===== src/rtl/core/assert_macros.svh =====
// ----------------------------------------------------------------------------
// Assertion macros
// Shared concurrent assertion wrappers for the printer transmit framer.
// ----------------------------------------------------------------------------
`ifndef ASSERT_MACROS_SVH
`define ASSERT_MACROS_SVH

// Clocked assertion that is switched off while reset is asserted.
`define PTX_ASSERT(label, prop, msg) \
  label: assert property (@(posedge clk) disable iff (rst) prop) \
    else $error(msg);

// Clocked assertion that is also checked while reset is asserted.
`define PTX_ASSERT_ALWAYS(label, prop, msg) \
  label: assert property (@(posedge clk) prop) \
    else $error(msg);

`endif


===== src/rtl/core/ptx_pkg.sv =====
// ----------------------------------------------------------------------------
// ptx_pkg
// Types and constants shared by the printer transmit framer modules.
// ----------------------------------------------------------------------------
package ptx_pkg;

  // Byte store geometry. The depth is a power of two.
  localparam int STORE_DEPTH = 1024;
  localparam int ADDR_W      = $clog2(STORE_DEPTH);

  // Field widths.
  localparam int BYTE_W      = 8;
  localparam int LOAD_ADDR_W = 10;
  localparam int POS_W       = 11;
  localparam int LEN_W       = 11;
  localparam int START_W     = 10;
  localparam int COL_W       = 8;
  localparam int HDR_W       = 3;
  localparam int MODE_W      = 2;
  localparam int CFG_IDX_W   = 2;
  localparam int CFG_DATA_W  = 11;

  // Input item kinds.
  typedef enum logic [1:0] {
    KIND_LOAD     = 2'd0,
    KIND_TX_READY = 2'd1,
    KIND_CTS_POLL = 2'd2,
    KIND_START    = 2'd3
  } kind_t;

  // Transmit modes. Code 3 is unused.
  localparam logic [MODE_W-1:0] MODE_PLAIN  = 2'd0;
  localparam logic [MODE_W-1:0] MODE_BLOCK  = 2'd1;
  localparam logic [MODE_W-1:0] MODE_RASTER = 2'd2;

  // Configuration register indexes.
  localparam logic [CFG_IDX_W-1:0] REG_MODE      = 2'd0;
  localparam logic [CFG_IDX_W-1:0] REG_LENGTH    = 2'd1;
  localparam logic [CFG_IDX_W-1:0] REG_START     = 2'd2;
  localparam logic [CFG_IDX_W-1:0] REG_ROW_BYTES = 2'd3;

  // Row header phases.
  localparam logic [HDR_W-1:0] HDR_ESC  = 3'd0;
  localparam logic [HDR_W-1:0] HDR_W_CH = 3'd1;
  localparam logic [HDR_W-1:0] HDR_LEN  = 3'd2;
  localparam logic [HDR_W-1:0] HDR_ZERO = 3'd3;
  localparam logic [HDR_W-1:0] HDR_DATA = 3'd4;

  // Row header bytes.
  localparam logic [BYTE_W-1:0] ESC_CODE = 8'h1b;
  localparam logic [BYTE_W-1:0] W_CODE   = 8'h57;

  // Input item as seen by the sequencer.
  typedef struct packed {
    kind_t                  kind;
    logic [LOAD_ADDR_W-1:0] load_address;
    logic [BYTE_W-1:0]      load_data;
    logic                   cts_busy;
  } item_t;

  // Configuration write.
  typedef struct packed {
    logic                  we;
    logic [CFG_IDX_W-1:0]  index;
    logic [CFG_DATA_W-1:0] data;
  } cfg_wr_t;

  // Store access issued by the sequencer.
  typedef struct packed {
    logic              we;
    logic [ADDR_W-1:0] waddr;
    logic [BYTE_W-1:0] wdata;
    logic              re;
    logic [ADDR_W-1:0] raddr;
  } mem_req_t;

  // Result under construction, waiting for the store read data.
  typedef struct packed {
    logic              tx_valid;
    logic              from_store;
    logic [BYTE_W-1:0] const_byte;
    logic              flow_stopped;
    logic              waiting;
  } pend_t;

endpackage


===== src/rtl/core/ptx_if.sv =====


interface ptx_result_if;
  logic                       valid;
  logic                       ready;
  logic                       tx_valid;
  logic [ptx_pkg::BYTE_W-1:0] tx_byte;
  logic                       flow_stopped;
  logic                       waiting;

  modport source (output valid, tx_valid, tx_byte, flow_stopped, waiting, input ready);
  modport sink   (input valid, tx_valid, tx_byte, flow_stopped, waiting, output ready);
endinterface



===== src/rtl/core/ptx_out.sv =====
// ----------------------------------------------------------------------------
// ptx_out
// Read stage that merges store data into the result, and the output register.
// ----------------------------------------------------------------------------
module ptx_out (
  input  logic                       clk,
  input  logic                       rst,
  input  logic                       accept,
  input  ptx_pkg::pend_t             pend,
  input  logic [ptx_pkg::BYTE_W-1:0] rdata,
  output logic                       free,
  ptx_result_if.source               result
);
  import ptx_pkg::*;

  logic  s1_valid;
  pend_t s1_pend;
  logic  s1_adv;

  // The read stage moves on when the output register is empty or drains.
  assign s1_adv = s1_valid && (!result.valid || result.ready);
  assign free   = !s1_valid || s1_adv;

  // Read stage: holds the item while the registered store read completes.
  always_ff @(posedge clk) begin
    if (rst) begin
      s1_valid <= 1'b0;
    end else if (accept) begin
      s1_valid <= 1'b1;
    end else if (s1_adv) begin
      s1_valid <= 1'b0;
    end
  end

  always_ff @(posedge clk) begin
    if (accept) begin
      s1_pend <= pend;
    end
  end

  // Output register.
  always_ff @(posedge clk) begin
    if (rst) begin
      result.valid <= 1'b0;
    end else if (s1_adv) begin
      result.valid <= 1'b1;
    end else if (result.ready) begin
      result.valid <= 1'b0;
    end
  end

  always_ff @(posedge clk) begin
    if (s1_adv) begin
      result.tx_valid     <= s1_pend.tx_valid;
      result.flow_stopped <= s1_pend.flow_stopped;
      result.waiting      <= s1_pend.waiting;
      if (!s1_pend.tx_valid) begin
        result.tx_byte <= '0;
      end else if (s1_pend.from_store) begin
        result.tx_byte <= rdata;
      end else begin
        result.tx_byte <= s1_pend.const_byte;
      end
    end
  end

endmodule


===== src/flat_wrapper.sv =====
// flat-port wrapper written by rule: the top's interface ports become plain ports
module ptx_out_flat import ptx_pkg::*;
  (clk, rst, accept, pend, rdata, free, result_valid, result_tx_valid, result_tx_byte, result_flow_stopped, result_waiting, result_ready);
  ptx_result_if result_i ();
  input  logic clk;
  input  logic rst;
  input  logic accept;
  input  ptx_pkg::pend_t pend;
  input  logic [ptx_pkg::BYTE_W-1:0] rdata;
  output logic free;
  output wire logic [$bits(result_i.valid)-1:0] result_valid;
  output wire logic [$bits(result_i.tx_valid)-1:0] result_tx_valid;
  output wire logic [$bits(result_i.tx_byte)-1:0] result_tx_byte;
  output wire logic [$bits(result_i.flow_stopped)-1:0] result_flow_stopped;
  output wire logic [$bits(result_i.waiting)-1:0] result_waiting;
  input wire logic [$bits(result_i.ready)-1:0] result_ready;
  assign result_valid = result_i.valid;
  assign result_tx_valid = result_i.tx_valid;
  assign result_tx_byte = result_i.tx_byte;
  assign result_flow_stopped = result_i.flow_stopped;
  assign result_waiting = result_i.waiting;
  assign result_i.ready = result_ready;
  ptx_out u_core (.clk(clk), .rst(rst), .accept(accept), .pend(pend), .rdata(rdata), .free(free), .result(result_i));
endmodule

===== config.mk =====
export PLATFORM = sky130hd
export DESIGN_NAME = ptx_out_flat
export DESIGN_NICKNAME = d
export VERILOG_FILES = /design/src/rtl/core/assert_macros.svh /design/src/rtl/core/ptx_pkg.sv /design/src/rtl/core/ptx_if.sv /design/src/rtl/core/ptx_out.sv /design/src/flat_wrapper.sv
export SDC_FILE = /design/constraint.sdc
export NUM_CORES = 1
export LEC_CHECK = 0
export BUFFER_PORTS_ARGS = -buffer_cell sky130_fd_sc_hd__buf_4
export CORE_MARGIN = 4
export CORE_UTILIZATION = 49
export CTS_CLUSTER_DIAMETER = 80
export DETAILED_ROUTE_END_ITERATION = 8
export GPL_TIMING_DRIVEN = 0
export PLACE_DENSITY = 0.91
export SYNTH_ARGS = -nofsm -noshare
export SYNTH_HDL_FRONTEND = slang
export SYNTH_SLANG_ARGS = --single-unit

===== constraint.sdc =====
create_clock -name clk -period 1.9 [get_ports clk]
set_input_delay 0.19 -clock clk [delete_from_list [all_inputs] [get_ports clk]]
set_output_delay 0.19 -clock clk [all_outputs]
set_load 0.02 [all_outputs]

# Yosys cells after proc, flatten, opt, wreduce, memory -nomap -nowiden
# Index checks and enable logic that the tools add are counted.
# Widths: inputs -> output; s select.
dict set report word_totals {
  register_bits 25
  word_cells 23
  inputBits 24
}
dict set report op_classes {
  reduce_logical 7
  muxes 5
}
# op n
set ops {}
lappend ops {{$mux 8} 1}
lappend ops {{$mux 1} 4}
lappend ops {{$reduce_bool 2->1} 2}
lappend ops {{$logic_not 1->1} 2}
lappend ops {{$logic_or 1x1->1} 2}
lappend ops {{$logic_and 1x1->1} 1}

# Depth between registers and ports, before layout
dict set report depth {
  word_depth 5
  mapped_depth 3
}

# Worst setup path before layout
# No wires, ideal clock.
dict set report synth_timing {
  kind {register -> register}
  start {reg u_core.result.valid}
  end {reg u_core.result.flow_stopped (enable)}
  path_stages_with_launch 3
  t_arrival_ns 0.812
  path_buffers 0
  slack_ns 0.739
  path_cell_list {dfxtp_1 > nand2b_1 > and2_1}
}
dict set report synth_via {
  elab_chain_len 3
}
# item line_no
set synth_lines {}
lappend synth_lines {{start: declaration} ptx_if.sv:11} ;# modport source (output valid, tx_valid, tx_byte, flow_stopped, waiting, input ready);
lappend synth_lines {{start signal: assignment} ptx_out.sv:44} ;# result.valid <= 1'b0;
lappend synth_lines {{start signal: assignment} ptx_out.sv:46} ;# result.valid <= 1'b1;
lappend synth_lines {{start signal: assignment} ptx_out.sv:48} ;# result.valid <= 1'b0;
lappend synth_lines {{$logic_not 1->1} ptx_out.sv:21} ;# assign s1_adv = s1_valid && (!result.valid || result.ready);
lappend synth_lines {{$logic_or 1x1->1} ptx_out.sv:21}
lappend synth_lines {{$logic_and 1x1->1} ptx_out.sv:21}
lappend synth_lines {{named net u_core.s1_adv} ptx_out.sv:18} ;# logic s1_adv;
lappend synth_lines {{end: declaration} ptx_if.sv:11}
# The timed path passes the listed nets, and every way through them passes these cells.
# A chain may end at the register's enable or synchronous reset.

# Final worst setup path
dict set report layout_timing {
  start {reg u_core.result.valid}
  end {reg u_core.result.tx_valid (enable)}
}
dict set report layout_via {
  elab_chain_len 3
}
# item line_no
set layout_lines {}
lappend layout_lines {{$logic_not 1->1} ptx_out.sv:21}
lappend layout_lines {{$logic_or 1x1->1} ptx_out.sv:21}
lappend layout_lines {{$logic_and 1x1->1} ptx_out.sv:21}
lappend layout_lines {{named net u_core.s1_adv} ptx_out.sv:18}
lappend layout_lines {{end: declaration} ptx_if.sv:11}
# The timed path passes the listed nets, and every way through them passes these cells.

==> impl_metrics.json <==
{
  "status": "complete, no violations",
  "synth.area.top_cells": "edfxtp_1 76%, mux2i_1 8.8%, nor2b_1 5.5%, dfxtp_1 4.4%, buf_6 1.2%",
  "fmax_mhz": 844,
  "dieWidth_um": 51.1,
  "drv_slew": 0,
  "r2r_slack_ns": 0.72,
  "gp_congestion": 0.707,
  "track_usage_pct": 12.7,
  "cts-root-to-sink-buffers": 2,
  "clkTransAtPathRegs_ns": 0.12,
  "wirelength_um": 1500,
  "synth_cells": 49,
  "yosysMostFrequentCell": "edfxtp_1",
  "power-per-cell-area_nw_per_um2": 808,
  "clock_sinks": 25,
  "rows": 15,
  "max_slew_margin_pct": 69.6,
  "tightest_slew_ns": 0.455,
  "critPathKind": "reg -> reg",
  "grt_pass1_vias": 528,
  "cts-buffers-inserted": 3,
  "syn_avg_cell_area_um2": 18.6,
  "viasPerCell": 4.66,
  "wl_per_cell_um": 13.2,
  "dp.cells": 110,
  "leakagePower_nw": 0.516,
  "synth_top_cell_by_area": "edfxtp_1",
  "async_flop_share_pct": 0,
  "finalSetupTns_ns": 0,
  "hold_ws_ns": 0.0365,
  "dieArea_um2": 2610,
  "post-route-period-util_pct": 62.3,
  "synth_nets": 73,
  "clk_latency_ns": 0.30,
  "cp.required_ns": 1.86,
  "start_util_pct": 52.1,
  "drt_iter0_drc": 2,
  "layout.nets": 114,
  "clockRootBuffer": "clkbuf_4",
  "synth-edff-count": 23,
  "portBuffers": 36,
  "grt_max_degree": 15,
  "grt-ovfl-total": 0,
  "drive_above_1_share_pct": 46.1,
  "yosys_most_used_dff": "edfxtp_1",
  "critPathMaxFanout": 11,
  "drv_cap": 0,
  "final_cells": 114,
  "num_vias": 531,
  "setup_viol": 0,
  "cts_tree": "yes",
  "postCtsHoldBufs": 0,
  "synth_top_area_share_pct": 75.9,
  "drc_errors": 0,
  "ios": 37,
  "peakVddDrop_mv": 0.407,
  "ys_types": 10,
  "n_antenna_cell": 0,
  "fill_cells": 118,
  "period_minus_slack_ns": 1.18,
  "fin_skew_ns": 0.00561,
  "cts_resized": 0,
  "cts_max_level": 1,
  "worstPathArrival_ns": 1.15,
  "hold_path_class": "in -> reg",
  "cts_setup_buffers": 0,
  "syn_to_final_growth_pct": 36.2,
  "drt_pre_antenna_iters": 3,
  "grt_pass1_wl_um": 2420,
  "end_kind": "register",
  "synth_area_um2": 910,
  "crit_path_start_kind": "register",
  "core_um2": 1750,
  "synth_warnings": 0,
  "grt_setup_unrepaired": "no",
  "synth_commonest_cells": "23 x edfxtp_1, 8 x mux2i_1, 8 x nor2b_1",
  "antenna_found_initial": 0,
  "hold_viol_final": 0,
  "synth-seq-cells": 25,
  "die_height_um": 51.1,
  "ys_seq_area_share_pct": 80.3,
  "ant_nets": 0
}
placed cells by master, fill, tap and decap left out:
cell type / instances
clkinv_2: 1
nand2b_1: 1
dfxtp_1: 2
nand3b_1: 1
and2_1: 1
a21oi_1: 2
mux2i_1: 8
buf_4: 36
inv_1: 2
clkbuf_4: 3
edfxtp_1: 23
nor2b_1: 8
buf_6: 1
power breakdown:
group	switching [mW]	internal, mW	total (mW)
Sequential	0.0131	0.644	0.657
Combinational	0.0560	0.0696	0.126
Clock	0.140	0.0783	0.218
sequential cells by signal, summed over array words and instances (netlist names):
signal                      cells
u_core.s1_pend                 12
u_core.result.tx_byte           8
u_core.result.flow_stopped      1
u_core.result.tx_valid          1
u_core.result.valid             1
u_core.result.waiting           1
u_core.s1_valid                 1
path summary, 6_finish.rpt:
path / start / endpoint / cells after the start
hold reg to reg: u_core.s1_pend[1]$_DFFE_PP_ / u_core.result.flow_stopped$_DFFE_PP_ / 0
setup reg to reg: u_core.result.valid$_SDFFE_PP0P_ / u_core.result.tx_valid$_DFFE_PP_ / 2
setup / recovery: u_core.result.valid$_SDFFE_PP0P_ / u_core.result.tx_valid$_DFFE_PP_ / 2
hold / removal: rst / u_core.result.valid$_SDFFE_PP0P_ / 2
cell type report:
class                   instances  area [µm²]  share of cell area [%]
multi-input cells              21         160                    12.9
well taps                      25        31.3                    2.53
repair buffers                 36         270                    21.8
clock inverters                 1        5.00                   0.404
clock buffers                   3        22.5                    1.82
plain buffers                   1        11.3                   0.909
flip-flops and latches         25         731                    59.0
inverters                       2        7.51                   0.606
through the flow:
| step | total power [mW] | setup slack, ns | util (%) | area (µm²) |
|---|---|---|---|---|
| 3_3_place_gp | 0.789 | 0.765 | 69.4 | 1210 |
| 5_1_grt | 1.05 | 0.595 | 71.0 | 1240 |
| 6_report | 1.00 | 0.715 | 71.0 | 1240 |
| 3_5_place_dp | 0.798 | 0.726 | 69.4 | 1210 |
| 4_1_cts | 1.01 | 0.707 | 71.0 | 1240 |
| 2_1_floorplan | 0.725 | 0.739 | - | 910 |
critical path, stage by stage, from the launching register on:
cell and delay [ns]:
dfxtp_1 0.34, nand2b_1 0.09, and2_1 0.42
metal layers:
metal	vias to the layer above	global-route usage [%]	share of wire (%)
li1	259	-	-
met1	244	14.3	35
met3	4	1.46	7.1
met2	24	22.7	56
met4	0	8.07	2.4
met5	-	0	0
cell families after synthesis:
group           synth area share (%)
compound gates                  1.10
buf+inv                         2.06
flops                           80.3
mux                             8.80
simple gates                    7.70
Note: power is estimated with default switching activity, not from simulation.
