[src/rtl/core/assert_macros.svh]
// ----------------------------------------------------------------------------
// Assertion macros
// Shared concurrent assertion wrappers for the printer transmit framer.
// ----------------------------------------------------------------------------
`ifndef ASSERT_MACROS_SVH
`define ASSERT_MACROS_SVH

// Clocked assertion that is switched off while reset is asserted.
`define PTX_ASSERT(label, prop, msg) \
  label: assert property (@(posedge clk) disable iff (rst) prop) \
    else $error(msg);

// Clocked assertion that is also checked while reset is asserted.
`define PTX_ASSERT_ALWAYS(label, prop, msg) \
  label: assert property (@(posedge clk) prop) \
    else $error(msg);

`endif

[src/rtl/core/ptx_pkg.sv]
// ----------------------------------------------------------------------------
// ptx_pkg
// Types and constants shared by the printer transmit framer modules.
// ----------------------------------------------------------------------------
package ptx_pkg;

  // Byte store geometry. The depth is a power of two.
  localparam int STORE_DEPTH = 1024;
  localparam int ADDR_W      = $clog2(STORE_DEPTH);

  // Field widths.
  localparam int BYTE_W      = 8;
  localparam int LOAD_ADDR_W = 10;
  localparam int POS_W       = 11;
  localparam int LEN_W       = 11;
  localparam int START_W     = 10;
  localparam int COL_W       = 8;
  localparam int HDR_W       = 3;
  localparam int MODE_W      = 2;
  localparam int CFG_IDX_W   = 2;
  localparam int CFG_DATA_W  = 11;

  // Input item kinds.
  typedef enum logic [1:0] {
    KIND_LOAD     = 2'd0,
    KIND_TX_READY = 2'd1,
    KIND_CTS_POLL = 2'd2,
    KIND_START    = 2'd3
  } kind_t;

  // Transmit modes. Code 3 is unused.
  localparam logic [MODE_W-1:0] MODE_PLAIN  = 2'd0;
  localparam logic [MODE_W-1:0] MODE_BLOCK  = 2'd1;
  localparam logic [MODE_W-1:0] MODE_RASTER = 2'd2;

  // Configuration register indexes.
  localparam logic [CFG_IDX_W-1:0] REG_MODE      = 2'd0;
  localparam logic [CFG_IDX_W-1:0] REG_LENGTH    = 2'd1;
  localparam logic [CFG_IDX_W-1:0] REG_START     = 2'd2;
  localparam logic [CFG_IDX_W-1:0] REG_ROW_BYTES = 2'd3;

  // Row header phases.
  localparam logic [HDR_W-1:0] HDR_ESC  = 3'd0;
  localparam logic [HDR_W-1:0] HDR_W_CH = 3'd1;
  localparam logic [HDR_W-1:0] HDR_LEN  = 3'd2;
  localparam logic [HDR_W-1:0] HDR_ZERO = 3'd3;
  localparam logic [HDR_W-1:0] HDR_DATA = 3'd4;

  // Row header bytes.
  localparam logic [BYTE_W-1:0] ESC_CODE = 8'h1b;
  localparam logic [BYTE_W-1:0] W_CODE   = 8'h57;

  // Input item as seen by the sequencer.
  typedef struct packed {
    kind_t                  kind;
    logic [LOAD_ADDR_W-1:0] load_address;
    logic [BYTE_W-1:0]      load_data;
    logic                   cts_busy;
  } item_t;

  // Configuration write.
  typedef struct packed {
    logic                  we;
    logic [CFG_IDX_W-1:0]  index;
    logic [CFG_DATA_W-1:0] data;
  } cfg_wr_t;

  // Store access issued by the sequencer.
  typedef struct packed {
    logic              we;
    logic [ADDR_W-1:0] waddr;
    logic [BYTE_W-1:0] wdata;
    logic              re;
    logic [ADDR_W-1:0] raddr;
  } mem_req_t;

  // Result under construction, waiting for the store read data.
  typedef struct packed {
    logic              tx_valid;
    logic              from_store;
    logic [BYTE_W-1:0] const_byte;
    logic              flow_stopped;
    logic              waiting;
  } pend_t;

endpackage

[src/rtl/core/ptx_seq.sv]
// ----------------------------------------------------------------------------
// ptx_seq
// Job state, configuration registers and the per-item send decision.
// ----------------------------------------------------------------------------
module ptx_seq (
  input  logic             clk,
  input  logic             rst,
  input  logic             accept,
  input  ptx_pkg::item_t   item,
  input  ptx_pkg::cfg_wr_t cfg_wr,
  output ptx_pkg::mem_req_t mem_req,
  output ptx_pkg::pend_t   pend
);
  import ptx_pkg::*;

  // Configuration registers.
  logic [MODE_W-1:0]  mode;
  logic [LEN_W-1:0]   length;
  logic [START_W-1:0] start_address;
  logic [COL_W-1:0]   row_bytes;

  // Job state and next values.
  logic [POS_W-1:0]  position, position_next;
  logic [ADDR_W-1:0] read_pointer, read_pointer_next;
  logic [LEN_W-1:0]  remaining, remaining_next;
  logic [HDR_W-1:0]  header_phase, header_phase_next;
  logic [COL_W-1:0]  column_pos, column_pos_next;
  logic              not_ready, not_ready_next;
  logic              block_active, block_active_next;

  logic              do_send;
  logic [COL_W-1:0]  col_inc;
  logic [ADDR_W-1:0] raddr;

  // Configuration writes.
  always_ff @(posedge clk) begin
    if (rst) begin
      mode          <= MODE_PLAIN;
      length        <= '0;
      start_address <= '0;
      row_bytes     <= COL_W'(1);
    end else if (cfg_wr.we) begin
      unique case (cfg_wr.index)
        REG_MODE:      mode          <= cfg_wr.data[MODE_W-1:0];
        REG_LENGTH:    length        <= cfg_wr.data[LEN_W-1:0];
        REG_START:     start_address <= cfg_wr.data[START_W-1:0];
        REG_ROW_BYTES: row_bytes     <= cfg_wr.data[COL_W-1:0];
        default:       ;
      endcase
    end
  end

  // Column counter wraps at 256 and restarts at the row width.
  assign col_inc = column_pos + COL_W'(1);

  // Next state and result decision for one item.
  always_comb begin
    position_next     = position;
    read_pointer_next = read_pointer;
    remaining_next    = remaining;
    header_phase_next = header_phase;
    column_pos_next   = column_pos;
    not_ready_next    = not_ready;
    block_active_next = block_active;
    raddr             = read_pointer;
    do_send           = 1'b0;
    pend              = '0;

    case (item.kind)
      KIND_TX_READY: begin
        if (item.cts_busy) begin
          not_ready_next    = 1'b1;
          pend.flow_stopped = 1'b1;
        end else begin
          do_send = 1'b1;
        end
      end
      KIND_CTS_POLL: begin
        if (not_ready && !item.cts_busy) begin
          not_ready_next = 1'b0;
          do_send        = 1'b1;
        end
      end
      KIND_START: begin
        position_next     = '0;
        column_pos_next   = '0;
        header_phase_next = HDR_ESC;
        read_pointer_next = ADDR_W'(start_address);
        remaining_next    = length;
        block_active_next = 1'b1;
      end
      default: ;
    endcase

    if (do_send) begin
      case (mode)
        MODE_PLAIN: begin
          if (position < length) begin
            pend.tx_valid   = 1'b1;
            pend.from_store = 1'b1;
            raddr           = ADDR_W'(position);
            position_next   = position + POS_W'(1);
          end
        end
        MODE_BLOCK: begin
          if (block_active) begin
            if (remaining != '0) begin
              pend.tx_valid     = 1'b1;
              pend.from_store   = 1'b1;
              read_pointer_next = read_pointer + ADDR_W'(1);
              remaining_next    = remaining - LEN_W'(1);
            end else begin
              block_active_next = 1'b0;
            end
          end
        end
        MODE_RASTER: begin
          // Row header comes first at every row start.
          if (column_pos == '0 && header_phase != HDR_DATA) begin
            case (header_phase)
              HDR_ESC: begin
                if (position < length) begin
                  pend.tx_valid     = 1'b1;
                  pend.const_byte   = ESC_CODE;
                  header_phase_next = HDR_W_CH;
                end
              end
              HDR_W_CH: begin
                pend.tx_valid     = 1'b1;
                pend.const_byte   = W_CODE;
                header_phase_next = HDR_LEN;
              end
              HDR_LEN: begin
                pend.tx_valid     = 1'b1;
                pend.const_byte   = row_bytes;
                header_phase_next = HDR_ZERO;
              end
              HDR_ZERO: begin
                pend.tx_valid     = 1'b1;
                pend.const_byte   = '0;
                header_phase_next = HDR_DATA;
              end
              default: begin
                // Phases past the header behave as the first image byte.
                pend.tx_valid     = 1'b1;
                pend.from_store   = 1'b1;
                header_phase_next = HDR_ESC;
                read_pointer_next = read_pointer + ADDR_W'(1);
                position_next     = position + POS_W'(1);
                column_pos_next   = (col_inc == row_bytes) ? '0 : col_inc;
              end
            endcase
          end else begin
            // Image byte; the first byte of a row also closes the header.
            pend.tx_valid     = 1'b1;
            pend.from_store   = 1'b1;
            if (column_pos == '0) begin
              header_phase_next = HDR_ESC;
            end
            read_pointer_next = read_pointer + ADDR_W'(1);
            position_next     = position + POS_W'(1);
            column_pos_next   = (col_inc == row_bytes) ? '0 : col_inc;
          end
        end
        default: ;
      endcase
    end

    pend.waiting = not_ready_next;
  end

  // Store access for this item.
  always_comb begin
    mem_req.we    = accept && (item.kind == KIND_LOAD);
    mem_req.waddr = ADDR_W'(item.load_address);
    mem_req.wdata = item.load_data;
    mem_req.re    = accept;
    mem_req.raddr = raddr;
  end

  // Job state update on each transfer.
  always_ff @(posedge clk) begin
    if (rst) begin
      position     <= '0;
      read_pointer <= '0;
      remaining    <= '0;
      header_phase <= HDR_ESC;
      column_pos   <= '0;
      not_ready    <= 1'b0;
      block_active <= 1'b0;
    end else if (accept) begin
      position     <= position_next;
      read_pointer <= read_pointer_next;
      remaining    <= remaining_next;
      header_phase <= header_phase_next;
      column_pos   <= column_pos_next;
      not_ready    <= not_ready_next;
      block_active <= block_active_next;
    end
  end

endmodule

[config.mk]
export PLATFORM = sky130hd
export DESIGN_NAME = ptx_seq
export DESIGN_NICKNAME = d
export VERILOG_FILES = /design/src/rtl/core/assert_macros.svh /design/src/rtl/core/ptx_pkg.sv /design/src/rtl/core/ptx_seq.sv
export SDC_FILE = /design/constraint.sdc
export NUM_CORES = 1
export LEC_CHECK = 0
export BUFFER_PORTS_ARGS = -buffer_cell sky130_fd_sc_hd__buf_4
export CAP_MARGIN = 20
export CORE_ASPECT_RATIO = 1.1
export CORE_MARGIN = 5
export CORE_UTILIZATION = 50
export DETAILED_ROUTE_END_ITERATION = 8
export PLACE_DENSITY = 0.83
export SYNTH_ARGS = -nofsm -noshare
export SYNTH_HDL_FRONTEND = slang
export SYNTH_SLANG_ARGS = --single-unit
[constraint.sdc]
create_clock -name clk -period 2.15 [get_ports clk]
set_input_delay 0.215 -clock clk [delete_from_list [all_inputs] [get_ports clk]]
set_output_delay 0.215 -clock clk [all_outputs]
set_load 0.01 [all_outputs]
* Yosys cells after proc, flatten, opt, wreduce, memory -nomap -nowiden
Cells that the tools add are included.
Word-level totals: register bits 76, bits of input ports 38, output and inout port bits 42
Operators by class: $add $sub $neg 4, $lt $le $gt $ge 1, equal/unequal tests 13, multiplexer cells 60, reductions and logical operators 15
Operator list (number):
- $mux W11 | 10
- $mux W10 | 10
- $mux W8 | 8
- $pmux W8 S3 | 1
- $pmux W11 S2 | 1
- $pmux W10 S2 | 1
- $mux W3 | 6
- $mux W1 | 14
- $pmux W3 S4 | 1
- $add A11 B1 Y11 const B | 1
- $lt A11 B11 Y1 | 1
- $reduce_bool A11 Y1 | 1
- $sub A11 B1 Y11 const B | 1
- $add A10 B1 Y10 const B | 1
- $eq A2 B2 Y1 const B | 5
- $add A8 B1 Y8 const B | 1
- $eq A8 B8 Y1 | 1
- $logic_not A8 Y1 | 1
- $mux W2 | 4
- $reduce_and A2 Y1 | 4
- $eq A2 B1 Y1 const B | 3
- $eq A3 B2 Y1 const B | 2
- $logic_not A2 Y1 | 3
- $pmux W2 S3 | 1
- 8 further kinds | 11

* Longest topological paths before layout
depth in word-level cells 7, depth in mapped cells 10, depth with buffers taken out 8

* Least setup slack after synthesis
OpenSTA, ideal clock, no wires.
path kind input port to output port, from input item[19] (netlist name), to output mem_req[1] (netlist name), arrival time 2107 ps, required time 1935 ps, path slack -172 ps, stages 8, cell sequence inv_1 > ha_1 > nor2b_1 > nand2_1 > or4_1 > a21oi_1 > buf_4 > mux2_2
RTL lines:
- start, declared | line ptx_seq.sv:9 | input ptx_pkg::item_t item,
- end, declared | line ptx_seq.sv:11 | output ptx_pkg::mem_req_t mem_req,

==> impl_results.md <==
- Num CTS Buffers: 9
- Worst reg2reg path depth: 12
- WL/cell: 22.8 um
- Die area: 0.0120 mm2
- Core region area: 0.00979 mm2
- Bufs on Longest Clock Path: 2
- Placed cells: 835
- Final worst path period need: roughly 2.7 ns
- Slew @ Worst Pin: between 0.7 and 0.8 ns
- Setup ws final: -0.581 ns
- Worst hold slack: 0.100 ns
- Hold-critical path depth: 3
- Violated checks: setup timing
- IO Port Bufs: 43
- Clk pin slew, worst setup/hold paths: approximately 0.08 ns
- Via count: roughly 5800
- Nets: 813
- Seq/Total Area, Yosys: 30.7%
- Post-route DRC: 0
- Final hold vios: 0
- Die Ht: 114 um
- Switch share: 30.0%
- Layout overhead on the synthesized area: 44.7%
- Max-slew violation count: 0
- Int Pwr: approximately 2500 uW
- Post-synth EDFFs: 0
- Max_slew headroom: 49.7%
- Pleak: 0.00291 uW
- Hold crit path type: input port to flop
- Number of global-route vias before repair: 5427
- Synth Flop Type: dfxtp_1
- DIE WIDTH: 105 um
- Crit path required time: 1.93 ns
- Ports: 80
- Seq cells post-synth: 76
- Starting Density: 50.7%
- Htree depth: 3
- Gr ovfl total: 0
- Clk root buf: clkbuf_8
- Crit. End Element: output port
- Endpoint, Worst Hold: length[9]$_SDFFE_PP0P_
- Setup violators final: 62
- Critical-path maximum fanout: 11
- Reg2Reg Capture Point: position[2]$_SDFFE_PP0P_
- Logic pwr share: 21.9%
- R2R setup slack: -0.36 ns
- Antenna viol nets, final: 0
- Row count: 38
- Detailed Routing Iterations Pass 1: 5
- Power consumption: ~3500 uW
- Layout cells sized above 1: about 43%
- Fmax achieved: 366 MHz
- Max-capacitance violation count: 0
- CTS tree: yes
- Non-Filler Instances: approximately 880
- Mapped Nets: 690
- Post-DR vias/cell: approximately 6.6
- Tcrit/Tclk final: 127%
- Commonest non-fill, non-tap cell in the layout: buf_4
- Starting DRT DRC Count: approximately 800
- Commonest cells after routing, fill and taps aside: 126 x buf_4, 75 x nand2_1, 63 x dfxtp_1, 44 x nor2_1, 32 x a21oi_1
- Arrival time at the worst endpoint: 2.52 ns
- RSZ-0062 raised after global routing: yes
- Largest net degree at the start of global routing: 52
- PwrDens: ~500 mW/mm2
- Yosys warning total: 0
- Power share of the sequential group: 42.5%
- Psw: about 1100 uW
- Global-route wire length before repair: between 20000 and 30000 um
- Synth cell types: 64
- Clock Sinks: 76
- Clock network power share: 35.6%
- Hpwl dp: 11100 um
- Worst R2R Start: length[9]$_SDFFE_PP0P_
- Peak supply drop: 435 uV
- Routed wire length: 20000 um
- Mapped Cells: between 600 and 700
- Initial antenna violation count: 0
- Status: finished with violations
- CP Launch Type: flop
- Worst Path Class, Setup: flop to output port
- Worst skew pair latency: 0.38 ns
- Clock skew: 0.0146 ns
- N_diodes: 0
- Util after Layout: around 73%
- Fraction of registers with async set or reset after synthesis: 0%
- Post-synthesis instance area: 0.00496 mm2
- Syn Area/Cell: 7.89 um2
- Hold-fix buffers, CTS: 0
- Hold Startpoint: cfg_wr[9]
- GR Util All Layers: 27.9%
- Gp weighted congestion: 0.934
- Setup TNS: -16.94 ns
-- timing repair --
item | CTS | global route
endpoints found under the setup margin | 54 | 61
gates resized for setup | 106 | 71
pin swaps | 36 | 19
gates cloned | 1 | 1
buffers inserted | 11 | 16
-- power by group through the flow --
stage                     Clock [uW]  Sequential, uW  Combinational (uW)
after floorplan                    0            1510                 348
after global placement             0            1520                 517
after detailed placement           0            1520                 534
after CTS                       1210            1490                 640
after global routing            1310            1500                 804
final                           1250            1490                 771
-- area by class of cell --
| cell class | count | area, um2 |
|---|---|---|
| multi-input cells | 465 | 3760 |
| fillers | 598 | 2620 |
| flip-flops and latches | 76 | 1540 |
| repair buffers | 160 | 1370 |
| inverters | 40 | 150 |
| well taps | 120 | 150 |
| clock buffers | 10 | 128 |
| clock inverters | 6 | 88.8 |
-- registers in the layout (all words and copies together), names as in the netlist --
register / flops
block_active: 1
column_pos: 8
header_phase: 3
length: 11
mode: 2
not_ready: 1
position: 11
read_pointer: 10
remaining: 11
row_bytes: 8
start_address: 10
-- critical path: stages (launching register included) --
cell      delay (ns)
dfxtp_2         0.34
inv_2           0.04
ha_4            0.22
a21oi_2         0.13
a21boi_2        0.09
or4_4           0.55
a21oi_2         0.17
buf_12          0.16
mux2_4          0.30
buf_6           0.12
-- synthesized netlist by cell type, drive strengths merged, types with 16 or more instances --
| cell type | number | area [um2] |
|---|---|---|
| o21ai | 21 | 109 |
| nand3 | 29 | 145 |
| dfxtp | 76 | 1520 |
| mux2 | 17 | 191 |
| a21oi | 47 | 243 |
| nor2 | 51 | 191 |
| nand2 | 85 | 322 |
| xnor2 | 17 | 149 |
| mux2i | 16 | 160 |
| inv | 40 | 150 |
| ha | 23 | 288 |
| buf | 35 | 224 |
-- through the flow --
stage,setup WS (ns),cell area [um2]
floorplan,0.00136,5060
global placement,-0.183,5970
detailed placement,-0.225,5970
CTS,-0.518,6740
global route,-0.628,7180
finish,-0.581,7180
-- worst max path at each step --
| stage | from | to | slack (ns) |
|---|---|---|---|
| after floorplan | length[10]$_SDFFE_PP0P_ | mem_req[1] | 0.001 |
| after global placement | item[19] | mem_req[9] | -0.18 |
| after detailed placement | remaining[0]$_SDFFE_PP0P_ | read_pointer[8]$_SDFFE_PP0P_ | -0.22 |
| after CTS | length[9]$_SDFFE_PP0P_ | mem_req[5] | -0.52 |
| after global routing | length[9]$_SDFFE_PP0P_ | mem_req[9] | -0.63 |
| final | length[9]$_SDFFE_PP0P_ | mem_req[9] | -0.58 |
-- cell families (layout without fill, tap and decap cells) --
kind of cell | Yosys count | in the layout | share of synthesized area [%]
AND/OR/NAND/NOR | 243 | 244 | 24.3
AO/OA/AOI/OAI | 144 | 144 | 19.9
XOR/XNOR | 21 | 21 | 3.71
buffers and inverters | 89 | 216 | 8.60
multiplexers | 33 | 33 | 7.09
flip-flops | 76 | 76 | 30.7
adder cells (fa/ha/maj) | 23 | 23 | 5.80
-- layer usage --
| layer | up-vias | wire length [um] | GRT usage (%) |
|---|---|---|---|
| met5 | - | 0 | 0 |
| met4 | 0 | 1640 | 16.4 |
| met3 | 179 | 2070 | 5.08 |
| met2 | 473 | 9050 | 46.8 |
| met1 | 2687 | 7230 | 33.4 |
| li1 | 2482 | - | - |
Power figures use the tool's default switching activity.
